[src/design/arfp_pkg.sv]
// Shared constants for the ASCII reply field parser.
`timescale 1ns / 1ps

package arfp_pkg;

    localparam int VALUE_BITS_DEF = 32;
    localparam int MAX_FIELDS_DEF = 3;

    localparam int VAL_OUT_W = 32;
    localparam int FIDX_W    = 3;
    localparam int PH_W      = 3;
    localparam int KIND_W    = 2;
    localparam int ST_W      = 3;

    localparam logic [PH_W-1:0] PH_START   = 3'd0;
    localparam logic [PH_W-1:0] PH_C_SEEN  = 3'd1;
    localparam logic [PH_W-1:0] PH_V_SEEN  = 3'd2;
    localparam logic [PH_W-1:0] PH_CR_SEEN = 3'd3;
    localparam logic [PH_W-1:0] PH_FIELDS  = 3'd4;

    localparam logic [KIND_W-1:0] KIND_NONE = 2'd0;
    localparam logic [KIND_W-1:0] KIND_VOLT = 2'd1;
    localparam logic [KIND_W-1:0] KIND_ENC  = 2'd2;

    localparam logic [ST_W-1:0] ST_OK        = 3'd0;
    localparam logic [ST_W-1:0] ST_PREFIX    = 3'd1;
    localparam logic [ST_W-1:0] ST_MALFORMED = 3'd2;
    localparam logic [ST_W-1:0] ST_OVERFLOW  = 3'd3;
    localparam logic [ST_W-1:0] ST_COUNT     = 3'd4;

    localparam logic [FIDX_W-1:0] VOLT_COUNT = 3'd3;
    localparam logic [FIDX_W-1:0] ENC_COUNT  = 3'd2;

    localparam logic [7:0] CH_V     = 8'h56;
    localparam logic [7:0] CH_C     = 8'h43;
    localparam logic [7:0] CH_R     = 8'h52;
    localparam logic [7:0] CH_EQ    = 8'h3D;
    localparam logic [7:0] CH_COLON = 8'h3A;
    localparam logic [7:0] CH_MINUS = 8'h2D;
    localparam logic [7:0] CH_CR    = 8'h0D;
    localparam logic [7:0] CH_LF    = 8'h0A;
    localparam logic [7:0] CH_0     = 8'h30;
    localparam logic [7:0] CH_9     = 8'h39;

endpackage

[src/design/arfp_digit_acc.sv]
// Decimal digit accumulate with signed range check.
`timescale 1ns / 1ps

module arfp_digit_acc #(
    parameter int VALUE_BITS = arfp_pkg::VALUE_BITS_DEF
) (
    input  logic [VALUE_BITS-1:0] i_mag,
    input  logic                  i_neg,
    input  logic [3:0]            i_digit,
    output logic [VALUE_BITS-1:0] o_mag,
    output logic                  o_ovf
);
    import arfp_pkg::*;

    localparam int WIDE_W = VALUE_BITS + 4;

    logic [WIDE_W-1:0] w_wide;
    logic [WIDE_W-1:0] w_limit;

    assign w_wide  = (WIDE_W'(i_mag) << 3) + (WIDE_W'(i_mag) << 1) + WIDE_W'(i_digit);
    assign w_limit = (WIDE_W'(1) << (VALUE_BITS - 1)) - WIDE_W'(!i_neg);
    assign o_ovf   = w_wide > w_limit;
    assign o_mag   = w_wide[VALUE_BITS-1:0];

endmodule

[src/design/ascii_reply_field_parser.sv]
// Top level of the ASCII reply field parser.
// Usage: feed one reply byte per request on the input channel (i_valid,
// o_stall, i_byte_req, i_last); i_last marks the final byte of a reply.
// Replies start with "V=" (three fields) or "CR=" (two fields), followed by
// colon-separated signed decimal integers and optional CR/LF trailer bytes.
// Only the final byte of a reply produces a result request on the output
// channel (o_valid, i_stall): kind, status and three 32-bit values.
// Values are zero unless the status is ok.
// The result register is loaded when the final byte is taken.
// Throughput: one byte per cycle while o_stall is low; each byte passes
// through compare and x10 accumulate logic ahead of the result register.
// A held result blocks new bytes only while i_stall is high; the output
// register drains in the same cycle that a new result is loaded.
// Reset (synchronous, i_rst_n low) drops any pending result and returns the
// parser to the start of a reply.
`timescale 1ns / 1ps

module ascii_reply_field_parser #(
    parameter int VALUE_BITS = arfp_pkg::VALUE_BITS_DEF,
    parameter int MAX_FIELDS = arfp_pkg::MAX_FIELDS_DEF
) (
    input  logic                                i_clk,
    input  logic                                i_rst_n,
    input  logic                                i_valid,
    output logic                                o_stall,
    input  logic [7:0]                          i_byte_req,
    input  logic                                i_last,
    output logic                                o_valid,
    input  logic                                i_stall,
    output logic [arfp_pkg::KIND_W-1:0]         o_kind,
    output logic [arfp_pkg::ST_W-1:0]           o_status,
    output logic signed [arfp_pkg::VAL_OUT_W-1:0] o_value0,
    output logic signed [arfp_pkg::VAL_OUT_W-1:0] o_value1,
    output logic signed [arfp_pkg::VAL_OUT_W-1:0] o_value2
);
    import arfp_pkg::*;

    logic [PH_W-1:0]   r_phase, n_phase;
    logic [KIND_W-1:0] r_kind, n_kind;
    logic [FIDX_W-1:0] r_idx, n_idx;
    logic [VALUE_BITS-1:0] r_mag, n_mag;
    logic              r_neg, n_neg;
    logic              r_digit, n_digit;
    logic              r_trail, n_trail;
    logic [ST_W-1:0]   r_err, n_err;
    logic [MAX_FIELDS-1:0][VAL_OUT_W-1:0] r_vals, n_vals;
    logic [MAX_FIELDS-1:0][VAL_OUT_W-1:0] v_vals;

    logic              r_out_valid;
    logic [KIND_W-1:0] r_out_kind, n_out_kind;
    logic [ST_W-1:0]   r_out_status, n_out_status;
    logic [2:0][VAL_OUT_W-1:0] r_out_vals, n_out_vals;
    logic [2:0][VAL_OUT_W-1:0] w_fin_vals;

    logic              w_accept;
    logic              w_eol;
    logic              w_is_digit;
    logic [VALUE_BITS-1:0] w_acc_mag;
    logic              w_acc_ovf;
    logic [FIDX_W-1:0] v_expect;
    logic signed [VALUE_BITS-1:0] v_fval;

    assign o_stall  = r_out_valid & i_stall;
    assign w_accept = i_valid & ~o_stall;
    assign w_eol    = (i_byte_req == CH_CR) || (i_byte_req == CH_LF);
    assign w_is_digit = (i_byte_req >= CH_0) && (i_byte_req <= CH_9);

    arfp_digit_acc #(
        .VALUE_BITS (VALUE_BITS)
    ) u_digit_acc (
        .i_mag   (r_mag),
        .i_neg   (r_neg),
        .i_digit (i_byte_req[3:0]),
        .o_mag   (w_acc_mag),
        .o_ovf   (w_acc_ovf)
    );

    always_comb begin
        n_phase = r_phase;
        n_kind  = r_kind;
        n_idx   = r_idx;
        n_mag   = r_mag;
        n_neg   = r_neg;
        n_digit = r_digit;
        n_trail = r_trail;
        n_err   = r_err;
        n_vals  = r_vals;
        v_vals  = r_vals;
        v_expect = ENC_COUNT;
        v_fval   = '0;
        n_out_kind   = r_out_kind;
        n_out_status = r_out_status;

        if (w_accept) begin
            if (r_err == ST_OK) begin
                case (r_phase)
                    PH_START: begin
                        if (i_byte_req == CH_V) begin
                            n_phase = PH_V_SEEN;
                        end else if (i_byte_req == CH_C) begin
                            n_phase = PH_C_SEEN;
                        end else begin
                            n_err = ST_PREFIX;
                        end
                    end
                    PH_C_SEEN: begin
                        if (i_byte_req == CH_R) begin
                            n_phase = PH_CR_SEEN;
                        end else begin
                            n_err = ST_PREFIX;
                        end
                    end
                    PH_V_SEEN: begin
                        if (i_byte_req == CH_EQ) begin
                            n_kind  = KIND_VOLT;
                            n_phase = PH_FIELDS;
                        end else begin
                            n_err = ST_PREFIX;
                        end
                    end
                    PH_CR_SEEN: begin
                        if (i_byte_req == CH_EQ) begin
                            n_kind  = KIND_ENC;
                            n_phase = PH_FIELDS;
                        end else begin
                            n_err = ST_PREFIX;
                        end
                    end
                    default: begin
                        v_expect = (r_kind == KIND_VOLT) ? VOLT_COUNT : ENC_COUNT;
                        if (r_trail) begin
                            if (!w_eol) begin
                                n_err = ST_MALFORMED;
                            end
                        end else if (w_eol) begin
                            n_trail = 1'b1;
                        end else if (i_byte_req == CH_COLON) begin
                            // close the field on a separator
                            if (!r_digit) begin
                                n_err = ST_MALFORMED;
                            end else begin
                                v_fval = r_neg ? (~r_mag + 1'b1) : r_mag;
                                for (int k = 0; k < MAX_FIELDS; k++) begin
                                    if (r_idx == FIDX_W'(k)) begin
                                        n_vals[k] = VAL_OUT_W'(v_fval);
                                    end
                                end
                                if (r_idx <= v_expect) begin
                                    n_idx = r_idx + 1'b1;
                                end
                                n_mag   = '0;
                                n_neg   = 1'b0;
                                n_digit = 1'b0;
                            end
                        end else if (i_byte_req == CH_MINUS) begin
                            if (r_digit || r_neg) begin
                                n_err = ST_MALFORMED;
                            end else begin
                                n_neg = 1'b1;
                            end
                        end else if (w_is_digit) begin
                            if (w_acc_ovf) begin
                                n_err = ST_OVERFLOW;
                            end else begin
                                n_mag   = w_acc_mag;
                                n_digit = 1'b1;
                            end
                        end else begin
                            n_err = ST_MALFORMED;
                        end
                    end
                endcase
            end

            if (i_last) begin
                v_expect = (n_kind == KIND_VOLT) ? VOLT_COUNT : ENC_COUNT;
                if (n_err == ST_OK) begin
                    if (n_phase != PH_FIELDS) begin
                        n_err = ST_PREFIX;
                    end else if (!n_digit) begin
                        n_err = ST_MALFORMED;
                    end else begin
                        // close the final field
                        v_fval = n_neg ? (~n_mag + 1'b1) : n_mag;
                        for (int k = 0; k < MAX_FIELDS; k++) begin
                            if (n_idx == FIDX_W'(k)) begin
                                n_vals[k] = VAL_OUT_W'(v_fval);
                            end
                        end
                        if (n_idx <= v_expect) begin
                            n_idx = n_idx + 1'b1;
                        end
                    end
                end
                if (n_err == ST_OK && n_idx != v_expect) begin
                    n_err = ST_COUNT;
                end

                n_out_kind   = n_kind;
                n_out_status = n_err;
                v_vals       = n_vals;

                n_phase = PH_START;
                n_kind  = KIND_NONE;
                n_idx   = '0;
                n_mag   = '0;
                n_neg   = 1'b0;
                n_digit = 1'b0;
                n_trail = 1'b0;
                n_err   = ST_OK;
                n_vals  = '0;
            end
        end
    end

    genvar g;
    generate
        for (g = 0; g < 3; g++) begin : g_fin
            if (g < MAX_FIELDS) begin : g_have
                assign w_fin_vals[g] = v_vals[g];
            end else begin : g_none
                assign w_fin_vals[g] = '0;
            end
        end
    endgenerate

    always_comb begin
        n_out_vals = r_out_vals;
        if (w_accept && i_last) begin
            n_out_vals = '0;
            if (n_out_status == ST_OK) begin
                n_out_vals = w_fin_vals;
            end
        end
    end

    always_ff @(posedge i_clk) begin
        if (!i_rst_n) begin
            r_phase     <= PH_START;
            r_kind      <= KIND_NONE;
            r_idx       <= '0;
            r_mag       <= '0;
            r_neg       <= 1'b0;
            r_digit     <= 1'b0;
            r_trail     <= 1'b0;
            r_err       <= ST_OK;
            r_vals      <= '0;
            r_out_valid <= 1'b0;
        end else begin
            r_phase <= n_phase;
            r_kind  <= n_kind;
            r_idx   <= n_idx;
            r_mag   <= n_mag;
            r_neg   <= n_neg;
            r_digit <= n_digit;
            r_trail <= n_trail;
            r_err   <= n_err;
            r_vals  <= n_vals;
            if (w_accept && i_last) begin
                r_out_valid <= 1'b1;
            end else if (!i_stall) begin
                r_out_valid <= 1'b0;
            end
        end
    end

    always_ff @(posedge i_clk) begin
        r_out_kind   <= n_out_kind;
        r_out_status <= n_out_status;
        r_out_vals   <= n_out_vals;
    end

    assign o_valid  = r_out_valid;
    assign o_kind   = r_out_kind;
    assign o_status = r_out_status;
    assign o_value0 = r_out_vals[0];
    assign o_value1 = r_out_vals[1];
    assign o_value2 = r_out_vals[2];

endmodule
[config.mk]
export PLATFORM = sky130hd
export DESIGN_NAME = ascii_reply_field_parser
export DESIGN_NICKNAME = d
export VERILOG_FILES = /design/src/design/arfp_pkg.sv /design/src/design/arfp_digit_acc.sv /design/src/design/ascii_reply_field_parser.sv
export SDC_FILE = /design/constraint.sdc
export NUM_CORES = 1
export LEC_CHECK = 0
export BUFFER_PORTS_ARGS = -buffer_cell sky130_fd_sc_hd__buf_2
export CORE_ASPECT_RATIO = 1.75
export CORE_MARGIN = 3
export CORE_UTILIZATION = 55
export DETAILED_ROUTE_END_ITERATION = 10
export PLACE_DENSITY_LB_ADDON = 0.12
export SLEW_MARGIN = 20
export SYNTH_ARGS = -nofsm -noshare
export SYNTH_HDL_FRONTEND = slang
export SYNTH_SLANG_ARGS = --single-unit
[constraint.sdc]
create_clock -name i_clk -period 7.2 [get_ports i_clk]
set_clock_uncertainty 0.05 [all_clocks]
set_input_delay 1.08 -clock i_clk [delete_from_list [all_inputs] [get_ports i_clk]]
set_output_delay 1.08 -clock i_clk [all_outputs]
set_load 0.03 [all_outputs]
==> results of run 1 <==
-- power by group through the flow --
stage	Combinational, mW	Sequential (mW)	Clock (mW)
5_1_grt	0.185	1.46	1.36
3_5_place_dp	0.172	1.49	0
2_1_floorplan	0.0671	1.53	0
4_1_cts	0.172	1.46	1.31
6_report	0.176	1.46	1.31
3_3_place_gp	0.170	1.49	0
-- worst min-delay path by stage --
stage                from          to  slack (ns)  cells past startpoint
3_3_place_gp   r_vals[85]  r_vals[85]        0.40                      2
6_report       r_vals[14]  r_vals[14]        0.43                      2
2_1_floorplan  r_vals[85]  r_vals[85]        0.39                      2
4_1_cts        r_vals[14]  r_vals[14]        0.43                      2
3_5_place_dp   r_vals[85]  r_vals[85]        0.42                      2
5_1_grt        r_vals[14]  r_vals[14]        0.44                      2
-- layer usage --
metal	vias to the layer above	GRT usage [%]	wire (microns)
li1	7864	-	-
met1	8145	41.5	21800
met2	942	65.4	31200
met3	280	4.23	4120
met4	0	28.7	6000
met5	-	0	0
-- cell type report --
type / instances / area share, %
clock buffer: 28 / 3.08
clock inverter: 17 / 0.745
inverter: 40 / 0.751
multi-input combinational: 1561 / 51.1
sequential: 244 / 28.4
tap: 382 / 2.32
timing repair buffer: 392 / 13.6
-- registers in the layout, indices dropped and copies added, names as in the netlist --
register  cells
o_status      3
r_trail       1
r_digit       1
r_mag        32
o_value2     32
r_err         3
o_valid       1
o_value1     32
r_vals       96
o_value0     32
r_neg         1
r_phase       3
r_kind        2
r_idx         3
o_kind        2
-- synth_stat cells (5+ instances only) --
library cell / instances
nand2_1: 202
o21ai_0: 154
a21oi_1: 153
dfxtp_1: 146
nor2_1: 143
ha_1: 107
nor2b_1: 100
edfxtp_1: 98
clkbuf_1: 94
a22oi_1: 90
and2_1: 57
nand3_1: 56
xnor2_1: 47
inv_1: 39
nor3_1: 39
xor2_1: 35
o22ai_1: 30
a21o_1: 28
a211oi_1: 21
nand4_1: 21
a31oi_1: 20
mux2i_1: 18
o31ai_1: 17
and3_1: 16
o211ai_1: 15
buf_2: 14
or3_1: 12
nor4_1: 11
o21a_1: 10
o221a_2: 10
a22o_1: 8
o21ai_1: 7
or2_2: 7
buf_1: 6
mux2_2: 6
nand2b_1: 6
o21bai_1: 6
o41ai_1: 6
a221oi_1: 5
a311oi_1: 5
nor3b_1: 5
or4_1: 5
-- layout by cell type (no fill, tap or decap), drive strengths merged, types with 7 or more instances in the layout --
| cell type | instances |
|---|---|
| or3 | 12 |
| clkinv | 7 |
| nand4 | 23 |
| dfxtp | 146 |
| mux2i | 19 |
| o221a | 10 |
| nor2b | 100 |
| o211ai | 16 |
| o21a | 10 |
| nor4 | 12 |
| and3 | 16 |
| a22oi | 90 |
| a22o | 8 |
| a21oi | 156 |
| clkbuf | 29 |
| nand2 | 203 |
| nand3 | 58 |
| o21ai | 161 |
| a31oi | 20 |
| edfxtp | 98 |
| a211oi | 21 |
| nor2 | 143 |
| and2 | 58 |
| or2 | 8 |
| mux2 | 8 |
| o31ai | 18 |
| o22ai | 31 |
| nor3 | 43 |
| xor2 | 35 |
| inv | 46 |
| o41ai | 7 |
| buf | 391 |
| xnor2 | 48 |
| a21o | 28 |
| ha | 107 |
-- worst reg2reg max path: cells and delay by family (launching register included) --
kind / cells / cell delay, ns
AO/OA/AOI/OAI: 12 / 2.15
XOR/XNOR: 1 / 0.13
adder cells (fa/ha/maj): 4 / 1.44
buffers and inverters: 4 / 0.62
flip-flops: 1 / 0.53
multiplexers: 3 / 0.78
AND/OR/NAND/NOR: 6 / 1.14
-- stage by stage --
| stage | setup TNS (ns) | worst slack [ns] |
|---|---|---|
| floorplan | 0 | 0.0409 |
| global placement | -50.27 | -0.680 |
| detailed placement | -63.82 | -0.908 |
| CTS | -0.0104 | -0.0104 |
| global route | -4.70 | -0.137 |
| finish | 0 | 0.145 |
-- timing repair --
action,4_1_cts,5_1_grt
pin swaps,4,40
endpoints found under the setup margin,89,96
setup buffers,0,11
hold endpoints to repair,0,0
gates resized for setup,11,80
-- logic make-up (layout without fill, tap and decap cells) --
kind of cell / Yosys count / in the layout / synth area share (%)
buffers and inverters: 157 / 477 / 3.77
AOI/OAI and AO/OA: 639 / 639 / 25.1
adders and majority gates: 109 / 109 / 8.32
xor gates and xnor gates: 83 / 83 / 4.50
and+or+nand+nor: 703 / 703 / 21.2
muxes: 27 / 27 / 1.74
DFF: 244 / 244 / 35.4
==> impl_metrics.yaml, run 1 <==
critical_path:
  cp_top_family: "compound AO/OA/AOI/OAI gates"
  reg2regPathDepth: 30
  timing.rr.end: "o_value1[20]"
  crit_end: "o_value1[20]"
  rrSetupSlack_ns: 0.20
  slowest_delay_ns: 0.49
  crit_path_start_kind: "primary input"
  worstSetupStartpoint: "i_byte_req[3]"
  cp.buffers_inverters: 5
  critPathRequiredTime_ns: 7.54
  reg2reg_from: "r_mag[0]"
  path_class: "in -> reg"
  cp-end-kind: "flop"
  crit_fanout: 4
  cp_num_cells: 31
  arrival_ns: 7.39
  cp_slowest_cell: "fa_2"
  crit_top_cell: "buf_4"
clocking:
  clock_latency_ns: 0.55
  clock-root-buffer: "clkbuf_16"
  htree_levels: 1
  cts_buffers: 25
  cts_buffer_depth: 3
  tritoncts: "yes"
  clk_pin_slew_ns: 0.07
  numClockSinks: 244
  postCtsHoldBufs: 0
power_and_ir_drop:
  power.switching_uw: 761
  max-vdd-ir-drop_uv: 202
  leakage_nw: 8.46
  p_per_area_nw_per_um2: 143
  comb_power_share_pct: 6.0
  power_frac_clock_pct: 44.5
  switching_share_pct: 25.8
  sequentialPowerShare_pct: 49.6
  internal_power_mw: 2.18
  power_mw: 2.95
sta:
  fin_crit_sh_pct: 98.0
  holdWs_ns: 0.434
  rsz0062_at_grt: "true"
  final-max-slew-violation-count: 0
  layout_min_cycle_time_ns: 7.06
  hold_violations: 0
  slew_headroom_pct: 19.0
  setup_viol: 0
  tightest_slew_ns: 1.21
  max_freq_ghz: 0.142
logic_synthesis:
  ys_seq_area_share_pct: 35.4
  syn_nets: 2084
  synth.distinct_cells: 94
  synth.avg_cell_area_sq_um: 8.45
  synth_area_leader_cell: "edfxtp_1"
  synth_flop_cell: "dfxtp_1"
  synthCells: 1962
  netlist_area_sq_um: 16600
  ys_top_cells_by_area: "edfxtp_1 18%, dfxtp_1 18%, ha_1 8.1%"
  synth_top_area_share_pct: 17.8
  async_reset_ff_share_pct: 0
  synth_edf_count: 98
  ys_seq_elements: 244
  yosysWarnings: 0
place:
  place_area_sq_um: 19300
  dp_hpwl_microns: 47800
  io_buffers: 115
  gp_routability_congestion: 1.05
  dp_cells: 2608
route:
  num_vias: 17200
  post_drt_wl_per_cell_microns: 23.7
  drt-pass1-iter-count: 8
  antenna_left: 0
  routed_wl_microns: 63100
  viasPerCell: 6.47
  drc: 0
  drt_iter0_markers: 1832
global_routing:
  grt_remaining_overflow: 0
  grt_pass1_wl_microns: 95100
  grt_antenna_before_repair: 0
  grt_max_degree: 108
  grt_use_total_pct: 37.9
  first_global_vias: 16800
final_layout:
  fin_cells: 2664
  multi_input_area_sq_um: 10500
  finalNetCount: 2386
  fill_cells: 2453
  final_layout_size_suffix_gt1_share_pct: 23.9
  antenna_cells: 0
  seq_area_sq_um: 5870
  post-route-util_pct: 70.0
  final_area_sq_um: 20600
  syn_to_final_growth_pct: 24.5
floorplanning:
  initial_core_util_pct: 56.2
  die_y_microns: 236
  dieArea_sq_um: 32300
  fp-row-count: 83
  fp.dieW_microns: 137
  placeableCoreArea_sq_um: 29500
  ios: 116
min_path:
  hp-class: "reg -> reg"
run_status:
  status: "completed"
flow_run:
  cap_violations: 0
Power figures use the tool's default switching activity.
==> run 2: changes to the inputs <==
--- a/config.mk
+++ b/config.mk
@@ -10,6 +10,7 @@
 export CORE_MARGIN = 3
 export CORE_UTILIZATION = 55
 export DETAILED_ROUTE_END_ITERATION = 10
+export GPL_TIMING_DRIVEN = 0
 export PLACE_DENSITY_LB_ADDON = 0.12
 export SLEW_MARGIN = 20
 export SYNTH_ARGS = -nofsm -noshare
==> run 2 against run 1 <==
- the run now ends with negative setup slack left
- routed wire length up 14%
- clock power rose by 4%
- worst setup slack worse by 0.25 ns
- die area is the same
- cell count down 3.0%
- count of clock-buffer cells in the layout increased by 1
- largest cell class unchanged
==> impl_metrics.yaml, run 2 (synthesized netlist as in run 1, its figures left out) <==
critical_path:
  cp_slowest_cell: "or4_4"
  crit_top_cell: "buf_12"
  timing.rr.end: "o_value2[24]"
  arrival_ns: 7.57
  critPathRequiredTime_ns: 7.47
  reg2reg_from: "r_mag[22]"
  slowest_delay_ns: 0.53
  worstSetupStartpoint: "i_byte_req[3]"
  cp.buffers_inverters: 6
  crit_fanout: 10
  cp-end-kind: "flop"
  cp_top_family: "compound AO/OA/AOI/OAI gates"
  crit_path_start_kind: "primary input"
  path_class: "in -> reg"
  rrSetupSlack_ns: -0.06
  reg2regPathDepth: 27
min_path:
  hold_end: "r_vals[14]"
  hp-class: "reg -> reg"
  min_from: "r_vals[14]"
  worstHoldPathCells: 2
final_layout:
  top_register: "r_vals"
  antenna_cells: 0
  final_area_sq_um: 20900
  layout_commonest_cell: "nand2_1"
  fill_cells: 2359
  final_cell_mix: "195 x nand2_1, 140 x o21ai_0, 131 x nor2_1, 128 x dfxtp_1, 122 x a21oi_1"
  largest_reg_flops: 96
  finalNetCount: 2308
  syn_to_final_growth_pct: 25.9
  final_layout_size_suffix_gt1_share_pct: 23.1
floorplanning:
  die_y_microns: 236
  fp-row-count: 83
  ios: 116
  initial_core_util_pct: 56.2
  dieArea_sq_um: 32300
  fp.dieW_microns: 137
  placeableCoreArea_sq_um: 29500
sta:
  hold_violations: 0
  layout_min_cycle_time_ns: 7.30
  slew_headroom_pct: 18.7
  final-max-slew-violation-count: 0
  fin_crit_sh_pct: 101
  rsz0062_at_grt: "true"
  setup_viol: 19
  max_freq_ghz: 0.137
  tightest_slew_ns: 1.21
  fin_ws_ns: -0.103
route:
  drc: 0
  post_drt_wl_per_cell_microns: 27.8
  num_vias: 17700
  routed_wl_microns: 72000
  antenna_left: 0
  drt_iter0_markers: 2117
  viasPerCell: 6.85
  drt-pass1-iter-count: 7
clocking:
  cts_buffer_depth: 3
  clk_pin_slew_ns: 0.08
  htree_levels: 1
  clock-root-buffer: "clkbuf_16"
  tritoncts: "yes"
  cts_buffers: 23
  clock_latency_ns: 0.56
  numClockSinks: 244
  postCtsHoldBufs: 0
place:
  gp_routability_congestion: 1.06
  place_area_sq_um: 17700
  dp_hpwl_microns: 53600
  io_buffers: 113
flow_run:
  cap_violations: 0
power_and_ir_drop:
  max-vdd-ir-drop_uv: 157
  p_per_area_nw_per_um2: 145
  leakage_nw: 8.00
  power_mw: 3.02
run_status:
  violations: "negative setup slack"
  status: "finished, violations left"
global_routing:
  first_global_vias: 16800
  grt_use_total_pct: 42.6
  grt_max_degree: 64
  grt_pass1_wl_microns: 103000
  grt_antenna_before_repair: 1
  grt_remaining_overflow: 0
## run 2: report_power, final
group / switching (mW) / total [mW] / internal [mW]
clock network: 0.586 / 1.36 / 0.772
logic: 0.157 / 0.202 / 0.0453
registers: 0.00508 / 1.46 / 1.45
total: 0.748 / 3.02 / 2.27
## run 2: layout make-up
type | instances | area, sq um | share of cell area, %
multi-input combinational | 1561 | 11500 | 55.1
sequential | 244 | 5890 | 28.2
timing repair buffer | 202 | 1360 | 6.51
buffer | 114 | 682 | 3.27
clock buffer | 29 | 629 | 3.02
tap | 382 | 478 | 2.29
clock inverter | 13 | 190 | 0.911
inverter | 40 | 150 | 0.719
## run 2: what timing repair did
action                                  4_1_cts  5_1_grt
pin swaps                                    45       63
gates resized for setup                     161      212
endpoints found under the hold margin         0        0
cloned                                        0        1
setup buffers                                38       49
endpoints found under the setup margin      132       96
## run 2: worst max-delay path by stage
stage              endpoint  slack (ns)  cells past startpoint
5_1_grt         o_value1[3]       -0.28                     28
3_5_place_dp   o_value1[23]       -2.42                     24
4_1_cts        o_value2[24]       0.002                     25
2_1_floorplan  o_value1[14]        0.04                     27
6_report        o_value1[3]       -0.10                     28
3_3_place_gp   o_value1[23]       -2.38                     26
## run 2: metal layers
metal	global-route usage [%]	routed length (microns)
met1	44.2	22500
met2	70.2	34200
met3	6.78	6030
met4	42.0	9300
met5	0	0
## run 2: worst min-delay path, delay by kind of cell (launching register included)
| family | cells | cell delay (ns) |
|---|---|---|
| AND/OR/NAND/NOR | 1 | 0.05 |
| flip-flops | 1 | 0.32 |
| AO/OA/AOI/OAI | 1 | 0.06 |
## run 2: metrics by stage
| stage | setup slack [ns] | hold slack (ns) | TNS (ns) | cells | util, % |
|---|---|---|---|---|---|
| final | -0.103 | 0.431 | -0.754 | 2585 | 70.8 |
| after global routing | -0.281 | 0.454 | -7.12 | 2585 | 70.8 |
| after CTS | 0.00224 | 0.426 | 0 | 2538 | 66.2 |
| after detailed placement | -2.42 | 0.417 | -234.81 | 2458 | 60.0 |
| after global placement | -2.38 | 0.404 | -271.53 | 2457 | 59.9 |
| after floorplan | 0.0409 | 0.391 | 0 | 1962 | - |
